**src/rtl/daily_light_schedule_ramp_macros.svh**
```systemverilog
// Assertion macros shared by the schedule ramp RTL.
`ifndef DAILY_LIGHT_SCHEDULE_RAMP_MACROS_SVH
`define DAILY_LIGHT_SCHEDULE_RAMP_MACROS_SVH
// Check an implication on every clock edge outside reset.
`define DLSR_ASSERT_IMPL(label, clk, rst_n, lhs, rhs) \
    label: assert property (@(posedge clk) disable iff (!rst_n) (lhs) |-> (rhs)) \
        else $error("assertion failed");
// Check a condition that holds on every clock edge outside reset.
`define DLSR_ASSERT_ALWAYS(label, clk, rst_n, cond) \
    label: assert property (@(posedge clk) disable iff (!rst_n) (cond)) \
        else $error("assertion failed");
`endif

```
**src/rtl/dlsr_pkg.sv**
```systemverilog
// Package with shared constants and types for the schedule ramp block.
`default_nettype none
package dlsr_pkg;
    localparam int MaxEntries = 16;
    localparam int IdxW       = $clog2(MaxEntries);
    localparam int MinW       = 11;
    localparam int LvlW       = 16;
    localparam int EntW       = MinW + LvlW + MinW;
    localparam int WakeW      = 27;
    localparam int CntW       = 5;
    localparam logic [1:0] PhaseIdle = 2'd0;
    localparam logic [1:0] PhaseRamp = 2'd1;
    localparam logic [1:0] PhaseWait = 2'd2;
    localparam logic OpLoad = 1'b0;
    localparam logic OpTick = 1'b1;
    localparam logic [1:0] CfgCount = 2'd0;
    localparam logic [1:0] CfgLogInt = 2'd1;
    localparam logic [1:0] CfgRecheck = 2'd2;
endpackage
`default_nettype wire

```
**src/rtl/dlsr_ram.sv**
```systemverilog
// Generic single-port-write, one-read RAM with registered read data.
`default_nettype none
module dlsr_ram #(
    parameter int Width = 8,
    parameter int Depth = 16
) (
    input  wire                     i_clk,
    input  wire                     i_we,
    input  wire [$clog2(Depth)-1:0] i_waddr,
    input  wire [Width-1:0]         i_wdata,
    input  wire [$clog2(Depth)-1:0] i_raddr,
    output logic [Width-1:0]        o_rdata
);
    logic [Width-1:0] r_mem [Depth];
    always_ff @(posedge i_clk) begin
        if (i_we) begin
            r_mem[i_waddr] <= i_wdata;
        end
        o_rdata <= r_mem[i_raddr];
    end
endmodule
`default_nettype wire

```
**src/rtl/dlsr_div.sv**
```systemverilog
// Restoring divider: 33-bit dividend by 17-bit divisor, one quotient bit per cycle.
`default_nettype none
module dlsr_div (
    input  wire         i_clk,
    input  wire         i_rst_n,
    input  wire         i_start,
    input  wire  [32:0] i_num,
    input  wire  [16:0] i_den,
    output logic        o_done,
    output logic [15:0] o_quo
);
    logic [32:0] r_quo;
    logic [17:0] r_rem;
    logic [16:0] r_den;
    logic [5:0]  r_cnt;
    logic        r_busy;
    logic [17:0] w_sh;
    logic        w_ge;
    assign w_sh = {r_rem[16:0], r_quo[32]};
    assign w_ge = w_sh >= {1'b0, r_den};
    always_ff @(posedge i_clk) begin
        if (!i_rst_n) begin
            r_busy <= 1'b0;
            r_cnt  <= '0;
            o_done <= 1'b0;
        end else begin
            o_done <= 1'b0;
            if (i_start) begin
                r_busy <= 1'b1;
                r_cnt  <= 6'd33;
            end else if (r_busy) begin
                r_cnt <= r_cnt - 6'd1;
                if (r_cnt == 6'd1) begin
                    r_busy <= 1'b0;
                    o_done <= 1'b1;
                end
            end
        end
    end
    always_ff @(posedge i_clk) begin
        if (i_start) begin
            r_quo <= i_num;
            r_rem <= '0;
            r_den <= i_den;
        end else if (r_busy) begin
            r_rem <= w_ge ? (w_sh - {1'b0, r_den}) : w_sh;
            r_quo <= {r_quo[31:0], w_ge};
        end
    end
    // The quotient never exceeds the 16-bit level difference.
    assign o_quo = r_quo[15:0];
endmodule
`default_nettype wire

```
**src/rtl/daily_light_schedule_ramp.sv**
```systemverilog
// Top level of the time-of-day light schedule with linear ramps.
// A load holds busy for 1 cycle and gives no result. A tick passes SRdCur and SGetCur
// and strobes its result from SOut; with two or more entries it also reads through
// SGetAux, then waits in SDiv for the divider when ramping or passes SNext, SGetNx and
// SWake when waiting. A pending rescan first walks the entries in SScan. One request at
// a time; busy drops with the result strobe. Synchronous active-low reset clears control
// state; the schedule memory is not cleared and must be loaded before use.
`default_nettype none
module daily_light_schedule_ramp (
    input  wire         i_clk,
    input  wire         i_rst_n,
    input  wire         start,
    output logic        busy,
    input  wire         i_cfg_we,
    input  wire  [1:0]  i_cfg_index,
    input  wire  [15:0] i_cfg_data,
    input  wire         i_operation,
    input  wire  [3:0]  i_entry_slot,
    input  wire  [10:0] i_entry_minute,
    input  wire  [15:0] i_entry_level,
    input  wire  [10:0] i_entry_rise_minutes,
    input  wire  [10:0] i_minute_of_day,
    input  wire  [5:0]  i_second_of_minute,
    input  wire  [31:0] i_now_seconds,
    output logic        o_result_strobe,
    output logic        o_drive_valid,
    output logic [15:0] o_drive_level,
    output logic        o_log_record,
    output logic [1:0]  o_phase,
    output logic [26:0] o_wake_delay_ms,
    output logic [3:0]  o_active_entry
);
    import dlsr_pkg::*;
`include "daily_light_schedule_ramp_macros.svh"

    // Sequencer states.
    localparam logic [3:0] SIdle  = 4'd0;
    localparam logic [3:0] SScan  = 4'd1;
    localparam logic [3:0] SRdCur = 4'd2;
    localparam logic [3:0] SGetCur= 4'd3;
    localparam logic [3:0] SGetAux= 4'd4;
    localparam logic [3:0] SDiv   = 4'd5;
    localparam logic [3:0] SNext  = 4'd6;
    localparam logic [3:0] SGetNx = 4'd7;
    localparam logic [3:0] SOut   = 4'd8;
    localparam logic [3:0] SLoad  = 4'd9;
    localparam logic [3:0] SWake  = 4'd10;

    logic [3:0]  r_state;
    logic [CntW-1:0] r_count_cfg;
    logic [15:0] r_log_int, r_recheck;
    logic [IdxW-1:0] r_idx;
    logic        r_rescan;
    logic [15:0] r_last_lvl;
    logic [31:0] r_last_time;

    // Latched request.
    logic [10:0] r_cur;
    logic [5:0]  r_sec;
    logic [31:0] r_now;
    logic [CntW-1:0] r_cnt;

    // Scan walker.
    logic [CntW-1:0] r_scan;
    logic        r_scan_rd;
    logic [IdxW-1:0] r_scan_idx;

    // Entry under work.
    logic [10:0] r_t, r_r;
    logic [15:0] r_next;
    logic [15:0] r_prev;
    logic [10:0] r_last_min;
    logic [10:0] r_nx_min;
    logic        r_up;
    logic [15:0] r_diff;
    logic [16:0] r_span;
    logic [16:0] r_s;
    logic        r_aux_step;

    // Result.
    logic        r_valid, r_logf, r_forced;
    logic [15:0] r_level;
    logic [1:0]  r_phase;
    logic [26:0] r_wake;
    logic        r_strobe;

    // Memory port.
    logic            w_we;
    logic [IdxW-1:0] w_raddr;
    logic [EntW-1:0] w_rdata;
    logic [10:0]     w_rd_min, w_rd_rise;
    logic [15:0]     w_rd_lvl;
    logic            w_div_start, w_div_done;
    logic [32:0]     w_div_num;
    logic [15:0]     w_div_quo;
    logic            w_accept;
    logic [IdxW-1:0] w_last_idx, w_prev_idx;

    assign w_accept = start && !busy;
    assign busy = (r_state != SIdle);
    assign {w_rd_min, w_rd_lvl, w_rd_rise} = w_rdata;
    assign w_we = w_accept && (i_operation == OpLoad);
    assign w_last_idx = IdxW'(r_cnt - CntW'(1));
    assign w_prev_idx = (r_idx == '0) ? w_last_idx : (r_idx - IdxW'(1));

    dlsr_ram #(.Width(EntW), .Depth(MaxEntries)) u_tab (
        .i_clk  (i_clk),
        .i_we   (w_we),
        .i_waddr(i_entry_slot),
        .i_wdata({i_entry_minute, i_entry_level, i_entry_rise_minutes}),
        .i_raddr(w_raddr),
        .o_rdata(w_rdata)
    );

    // Ramp quotient: s * diff / span, rounded up for a falling ramp.
    // The product needs 33 bits once the rise span passes about 65000 seconds.
    assign w_div_num = 33'(r_s) * 33'(r_diff) + (r_up ? 33'd0 : (33'(r_span) - 33'd1));
    dlsr_div u_div (
        .i_clk  (i_clk),
        .i_rst_n(i_rst_n),
        .i_start(w_div_start),
        .i_num  (w_div_num),
        .i_den  (r_span),
        .o_done (w_div_done),
        .o_quo  (w_div_quo)
    );

    // Read address per state.
    always_comb begin
        unique case (r_state)
            SScan:   w_raddr = IdxW'(r_scan);
            SRdCur:  w_raddr = '0;
            SGetCur: w_raddr = r_aux_step ? w_prev_idx : r_idx;
            SGetAux: w_raddr = w_last_idx;
            SNext:   w_raddr = r_idx;
            default: w_raddr = r_idx;
        endcase
    end

    logic [12:0] w_tr;
    logic        w_in_rise;
    logic [16:0] w_s_raw;
    logic [16:0] w_span;
    assign w_tr   = 13'(r_t) + 13'(r_r);
    assign w_in_rise = (r_cur >= r_t) && (w_tr > 13'(r_cur)) && (r_r != 0);
    assign w_span = 17'(r_r) * 17'd60;
    assign w_s_raw = 17'(r_cur - r_t) * 17'd60 + 17'(r_sec);

    // Wake computation from the new entry's minute.
    logic signed [12:0] w_dm;
    logic [10:0] w_dmin;
    logic [26:0] w_wake_calc;
    assign w_dm = $signed({2'b00, r_nx_min}) - $signed({2'b00, r_cur});
    always_comb begin
        if (w_dm >= 0) w_dmin = 11'(w_dm);
        else if (w_dm + 13'sd1440 >= 0) w_dmin = 11'(w_dm + 13'sd1440);
        else w_dmin = '0;
    end
    // W*4/5*1000 = minutes * 48000.
    assign w_wake_calc = 27'(w_dmin) * 27'd48000 + 27'd100;

    logic w_log_ok;
    assign w_log_ok = r_forced ||
        ((r_level != r_last_lvl) && ((r_now - r_last_time) > 32'(r_log_int)));

    assign w_div_start = (r_state == SGetAux) && r_aux_step && w_in_rise;

    always_ff @(posedge i_clk) begin
        if (!i_rst_n) begin
            r_state     <= SIdle;
            r_count_cfg <= '0;
            r_log_int   <= 16'd600;
            r_recheck   <= 16'd10000;
            r_idx       <= '0;
            r_rescan    <= 1'b1;
            r_last_lvl  <= '0;
            r_last_time <= '0;
            r_strobe    <= 1'b0;
            r_scan_rd   <= 1'b0;
            r_aux_step  <= 1'b0;
        end else begin
            r_strobe <= 1'b0;
            if (i_cfg_we) begin
                unique case (i_cfg_index)
                    CfgCount:   r_count_cfg <= i_cfg_data[CntW-1:0];
                    CfgLogInt:  r_log_int   <= i_cfg_data;
                    CfgRecheck: r_recheck   <= i_cfg_data;
                    default: ;
                endcase
            end
            unique case (r_state)
                SIdle: begin
                    if (w_accept) begin
                        r_cur <= i_minute_of_day;
                        r_sec <= i_second_of_minute;
                        r_now <= i_now_seconds;
                        r_cnt <= (r_count_cfg > CntW'(MaxEntries)) ?
                                 CntW'(MaxEntries) : r_count_cfg;
                        if (i_operation == OpLoad) begin
                            r_rescan <= 1'b1;
                            r_state  <= SLoad;
                        end else if (r_rescan) begin
                            r_rescan  <= 1'b0;
                            r_idx     <= '0;
                            r_scan    <= '0;
                            r_scan_rd <= 1'b0;
                            r_state   <= SScan;
                        end else begin
                            r_state <= SRdCur;
                        end
                    end
                end
                SLoad: r_state <= SIdle;
                SScan: begin
                    // Data for entry r_scan_idx arrives in the cycle after its read.
                    if (r_scan_rd && (w_rd_min <= r_cur)) r_idx <= r_scan_idx;
                    r_scan_idx <= IdxW'(r_scan);
                    if (r_scan < r_cnt) begin
                        r_scan_rd <= 1'b1;
                        r_scan    <= r_scan + CntW'(1);
                    end else begin
                        r_scan_rd <= 1'b0;
                        r_state   <= SRdCur;
                    end
                end
                SRdCur: begin
                    if (r_cnt < CntW'(2)) begin
                        r_valid  <= 1'b1;
                        r_forced <= 1'b1;
                        r_phase  <= PhaseIdle;
                        r_wake   <= '0;
                        r_idx    <= r_idx;
                        r_aux_step <= 1'b0;
                        r_state  <= SGetCur;
                    end else begin
                        if (CntW'(r_idx) >= r_cnt) r_idx <= '0;
                        r_aux_step <= 1'b0;
                        r_state <= SGetCur;
                    end
                end
                SGetCur: begin
                    // Entry 0 is back for a short schedule; otherwise read the active
                    // entry, then its predecessor.
                    if (r_cnt < CntW'(2)) begin
                        r_level <= (r_cnt == CntW'(1)) ? w_rd_lvl : 16'd0;
                        r_state <= SOut;
                    end else if (r_aux_step) begin
                        r_t    <= w_rd_min;
                        r_r    <= w_rd_rise;
                        r_next <= w_rd_lvl;
                        r_aux_step <= 1'b0;
                        r_state <= SGetAux;
                    end else begin
                        r_aux_step <= 1'b1;
                    end
                end
                SGetAux: begin
                    if (!r_aux_step) begin
                        r_prev <= w_rd_lvl;
                        r_aux_step <= 1'b1;
                        r_up   <= r_next >= w_rd_lvl;
                        r_diff <= (r_next >= w_rd_lvl) ? (r_next - w_rd_lvl)
                                                       : (w_rd_lvl - r_next);
                        r_span <= w_span;
                        r_s    <= (w_s_raw > w_span) ? w_span : w_s_raw;
                    end else if (w_in_rise) begin
                        r_state <= SDiv;
                    end else begin
                        r_last_min <= w_rd_min;
                        r_state    <= SNext;
                    end
                end
                SDiv: begin
                    if (w_div_done) begin
                        r_level  <= r_up ? (r_prev + w_div_quo)
                                         : (r_prev - w_div_quo);
                        r_valid  <= 1'b1;
                        r_forced <= 1'b0;
                        r_phase  <= PhaseRamp;
                        r_wake   <= 27'(r_recheck);
                        r_state  <= SOut;
                    end
                end
                SNext: begin
                    r_phase  <= PhaseWait;
                    r_forced <= 1'b1;
                    r_level  <= '0;
                    r_valid  <= 1'b0;
                    if ((r_t <= r_cur) && ((r_idx != '0) || (r_cur < r_last_min))) begin
                        r_valid <= 1'b1;
                        r_level <= r_next;
                        r_idx   <= (CntW'(r_idx) + CntW'(1) >= r_cnt) ? '0
                                   : r_idx + IdxW'(1);
                    end
                    r_state <= SGetNx;
                end
                SGetNx: begin
                    // Read of the new index issued in this cycle.
                    r_state <= SWake;
                end
                SWake: begin
                    r_nx_min <= w_rd_min;
                    r_aux_step <= 1'b0;
                    r_state  <= SOut;
                    r_wake   <= '0;
                    r_phase  <= PhaseWait;
                    r_scan_rd <= 1'b1;
                end
                SOut: begin
                    if (r_phase == PhaseWait && r_scan_rd) begin
                        r_wake    <= w_wake_calc;
                        r_scan_rd <= 1'b0;
                    end else begin
                        if (r_valid && w_log_ok) begin
                            r_last_lvl  <= r_level;
                            r_last_time <= r_now;
                        end
                        r_logf   <= r_valid && w_log_ok;
                        r_strobe <= 1'b1;
                        r_state  <= SIdle;
                    end
                end
                default: r_state <= SIdle;
            endcase
        end
    end

    assign o_result_strobe = r_strobe;
    assign o_drive_valid   = r_valid;
    assign o_drive_level   = r_valid ? r_level : 16'd0;
    assign o_log_record    = r_logf;
    assign o_phase         = r_phase;
    assign o_wake_delay_ms = r_wake;
    assign o_active_entry  = r_idx;

    `DLSR_ASSERT_IMPL(a_strobe_idle, i_clk, i_rst_n, o_result_strobe, !busy)
    `DLSR_ASSERT_IMPL(a_ramp_valid, i_clk, i_rst_n,
        o_result_strobe && (o_phase == PhaseRamp), o_drive_valid)
    `DLSR_ASSERT_IMPL(a_idle_wake, i_clk, i_rst_n,
        o_result_strobe && (o_phase == PhaseIdle), o_wake_delay_ms == '0)
    `DLSR_ASSERT_IMPL(a_log_needs_drive, i_clk, i_rst_n,
        o_result_strobe && o_log_record, o_drive_valid)
endmodule
`default_nettype wire

```
**config.mk**
```make
export PLATFORM = sky130hd
export DESIGN_NAME = daily_light_schedule_ramp
export DESIGN_NICKNAME = d
export VERILOG_FILES = /design/src/rtl/dlsr_pkg.sv /design/src/rtl/dlsr_ram.sv /design/src/rtl/dlsr_div.sv /design/src/rtl/daily_light_schedule_ramp.sv
export VERILOG_INCLUDE_DIRS = /design/src /design/src/rtl
export SDC_FILE = /design/constraint.sdc
export NUM_CORES = 2
export LEC_CHECK = 0
export ABC_CLOCK_PERIOD_IN_PS = 10400
export BUFFER_PORTS_ARGS = -buffer_cell sky130_fd_sc_hd__buf_4
export CORE_ASPECT_RATIO = 1.75
export CORE_UTILIZATION = 38
export CTS_BUF_LIST = sky130_fd_sc_hd__clkbuf_16
export DETAILED_ROUTE_END_ITERATION = 12
export GPL_TIMING_DRIVEN = 0
export MAX_ROUTING_LAYER = met4
export PLACE_DENSITY = 0.49
export RECOVER_POWER = 100
export SETUP_SLACK_MARGIN = 0.5
export SYNTH_ARGS = -nofsm -noshare
export SYNTH_HDL_FRONTEND = slang
export SYNTH_SLANG_ARGS = --single-unit
```
**constraint.sdc**
```tcl
create_clock -name i_clk -period 10.4 [get_ports i_clk]
set_input_delay 1.56 -clock i_clk [delete_from_list [all_inputs] [get_ports i_clk]]
set_output_delay 1.56 -clock i_clk [all_outputs]
set_load 0.05 [all_outputs]
```
==> results.toml <==
[clock_network]
cts_setup_buffers = 0
clkTransAtPathRegs_ns = 0.07
numCtsBuffers = 103
cts_tree = "built"
cts_hold_buf = 0
cts_sinks = 1052
htreeDepth = 3
post_cts_resized = 0
clockBufferDepth = 3
clkLatencyLatePin_ns = 0.74
clockRootBuffer = "clkbuf_16"

[logic_synthesis]
synth_edf_count = 892
synth_top_family_by_area = "adder cells"
syn-mean-instance-area_sq_um = 12.1
synthAdderAreaFrac = 0.185
ys_warn_count = 0
synthesis.nets = 6025
synth_compound_area_frac = 0.0821
synth-async-reset-ratio = 0
synth.area.mux_share = 0.0746
synth_top_area_share = 0.428
synth_ff_type = "edfxtp_1"
yosys.area_share.simple = 0.0981
netlist_area_sq_mm = 0.0626
ys_ff_latch = 1052
synth-seq-area-share = 0.479
yosysUniqueCellTypes = 83
synth_xor_area_frac = 0.0299
syn_inst = 5180
synth_top_cell_by_area = "edfxtp_1"
synth.area.top_cells = "edfxtp_1 43%, fa_1 10%, ha_1 8.1%"

[setup_path]
ff2ff_path_depth = 24
rrSetupSlack_ns = 1.38
critical_path_arrival_ns = 9.46
cp-start-kind = "flip-flop"
endpoint_kind = "flip-flop"
critPathRequiredTime_ns = 10.83
crit_fanout = 10
path_class = "flip-flop to flip-flop"

[layout]
finalNonFillerCells = 7772
final_util = 0.427
drive_above_1_share = 0.0815
finalNetCount = 6342
areaGrowthSynthToFinish_pct = 11.4

[placement]
post-dp-hpwl_microns = 143000
port_buffers = 165
gp_congestion = 0.929
dp.cells = 7570

[floorplan]
die_area_sq_mm = 0.166
io_pins = 167
initial_core_util = 0.383
rows = 196
die_h_microns = 539
die_w_microns = 309
coreArea_sq_mm = 0.163

[grt]
grt_max_degree = 34
antenna_found_initial = 15
grt_pass1_wl_microns = 268000
grtUsageTotal = 0.224
first_global_vias = 42900
overflow = 0

[outcome]
status = "finished with violations"
violations = "capacitance limit, slew limit"

[sta]
setup_viol = 0
finClkSkew_ns = 0.0693
rsz0062_at_grt = "no"
tightest_slew_ns = 3.08
fmax_mhz = 111
tns_ns = 0
finalHoldViolations = 0
post-route-period-util = 0.868
final_max_slew_viol_count = 547
slew-limit-headroom = -1.05
fin_crit_ns = 9.02

[drt]
drtIter0Drc = 2201
ant_nets = 0
firstDrtPassIters = 8
wl_per_cell_microns = 23.1
remaining_drc_errors = 0
route.vias.total = 40400
wirelength_microns = 180000
viasPerCell = 5.19

[pwr]
peakVddDrop_mv = 0.405
powerDensity_mw_per_mm2 = 312
p_leak_uw = 0.0271

[min_path]
hp-class = "flip-flop to flip-flop"
min_path_cells = 0

[run]
cap_violations = 26
==> state kept, by name, summed over array words and instances, names as in the netlist, 17 cells and up <==
register / flops
u_tab.r_mem: 608
u_tab.o_rdata: 38
u_div.r_quo: 33
r_last_time: 32
r_now: 32
o_wake_delay_ms: 27
r_s: 17
u_div.r_rem: 17
==> worst paths after layout <==
kind / start / endpoint
max: r_diff[6]$_DFFE_PP_ / u_div.r_quo[28]$_DFFE_PP_
min reg2reg: u_tab.o_rdata[7]$_DFF_P_ / r_r[7]$_DFFE_PP_
min: u_tab.o_rdata[7]$_DFF_P_ / r_r[7]$_DFFE_PP_
max reg2reg: r_diff[6]$_DFFE_PP_ / u_div.r_quo[28]$_DFFE_PP_
==> power breakdown <==
part	switching (uW)	leakage (uW)	total, uW	internal [uW]
clock	1710	0.00172	3790	2080
sequential	244	0.00934	5280	5030
combinational	7570	0.0160	12700	5100
==> synth_stat cells (8+ instances only) <==
cell       instances
edfxtp_1         892
inv_1            642
nand2_1          577
ha_1             406
fa_1             325
a21oi_1          196
nor2_1           193
dfxtp_1          160
clkbuf_1         158
mux4_2           152
and2_1           151
xnor2_1          121
o21ai_0          116
xor2_1            93
a21o_1            88
mux2i_1           74
nor3_1            70
a211oi_1          62
a31oi_1           61
nor2b_1           60
nand3_1           54
mux2_2            44
nand2b_1          44
o21a_1            38
nand4_1           35
o211ai_1          27
buf_2             25
and3_1            23
a21boi_0          21
o21bai_1          19
or2_2             18
o31ai_1           15
or3_1             15
nor4_1            14
a222oi_1          11
buf_1             11
nand3b_1          11
or4_1             11
a22oi_1           10
nor3b_1            8
o2111ai_1          8
==> worst max-delay path: stages, from the launching register on <==
cell	delay, ns
edfxtp_1	0.42
clkbuf_1	0.47
clkbuf_1	0.59
nand2_1	0.17
fa_1	0.57
inv_1	0.06
fa_1	0.41
inv_1	0.08
fa_1	0.42
fa_1	0.49
inv_1	0.06
fa_1	0.52
fa_1	0.50
ha_1	0.39
a21o_1	0.21
o21bai_1	0.17
a2111oi_0	0.71
clkbuf_1	0.30
o31ai_1	0.23
a2111oi_0	0.97
nor2_1	0.18
a21o_1	0.22
a211oi_1	0.22
nor2_1	0.07
mux2_2	0.28
==> cell families (layout without fill, tap and decap cells) <==
group / after synthesis / count (layout)
XOR/XNOR: 214 / 214
AND/OR/NAND/NOR: 1299 / 1299
buffers and inverters: 840 / 1244
multiplexers: 271 / 271
other: 0 / 10
AO/OA/AOI/OAI: 773 / 773
adder cells (fa/ha/maj): 731 / 731
flip-flops: 1052 / 1052
==> metal layers <==
metal / vias to the layer above / routed length (microns) / share of wire / track usage
met4: 0 / 9980 / 0.055 / 0.109
met5: - / 0 / 0 / -
li1: 18900 / - / - / -
met3: 324 / 5790 / 0.032 / 0.0254
met2: 785 / 101000 / 0.56 / 0.423
met1: 20400 / 63500 / 0.35 / 0.223
==> placed cells by master, fill, tap and decap left out, types with 54 or more instances in the layout <==
| cell | synthesis | routed |
|---|---|---|
| nor2b_1 | 60 | 60 |
| and2_1 | 151 | 144 |
| mux4_2 | 152 | 152 |
| xor2_1 | 93 | 93 |
| clkbuf_1 | 158 | 321 |
| a31oi_1 | 61 | 61 |
| ha_1 | 406 | 406 |
| dfxtp_1 | 160 | 160 |
| a21oi_1 | 196 | 195 |
| nand2_1 | 577 | 577 |
| edfxtp_1 | 892 | 892 |
| a211oi_1 | 62 | 62 |
| mux2i_1 | 74 | 74 |
| nor2_1 | 193 | 193 |
| inv_1 | 642 | 667 |
| clkbuf_16 | 0 | 105 |
| nor3_1 | 70 | 69 |
| o21ai_0 | 116 | 116 |
| fa_1 | 325 | 325 |
| nand3_1 | 54 | 54 |
| xnor2_1 | 121 | 121 |
| a21o_1 | 88 | 88 |
==> per-stage QoR <==
stage,total power [uW],hold slack (ns),worst slack (ns),instance area (sq um)
final,21700,0.402,1.38,69800
after global placement,18200,0.388,-0.504,66600
after detailed placement,18300,0.390,1.35,67400
after global routing,23500,0.406,0.886,69800
after floorplan,14500,0.386,2.77,62600
after CTS,22200,0.404,1.29,70800
==> cell type report <==
cell class	instances	area (sq um)
Fill cell	15700	93600
Sequential cell	1052	30000
Multi-Input combinational cell	3288	29400
Tap cell	2178	2730
Clock buffer	105	2630
Inverter	642	2410
Timing Repair Buffer	212	1040
Buffer	198	771
Clock inverter	87	767
Antenna cell	10	25.0
Note: power is estimated with default switching activity, not from simulation.
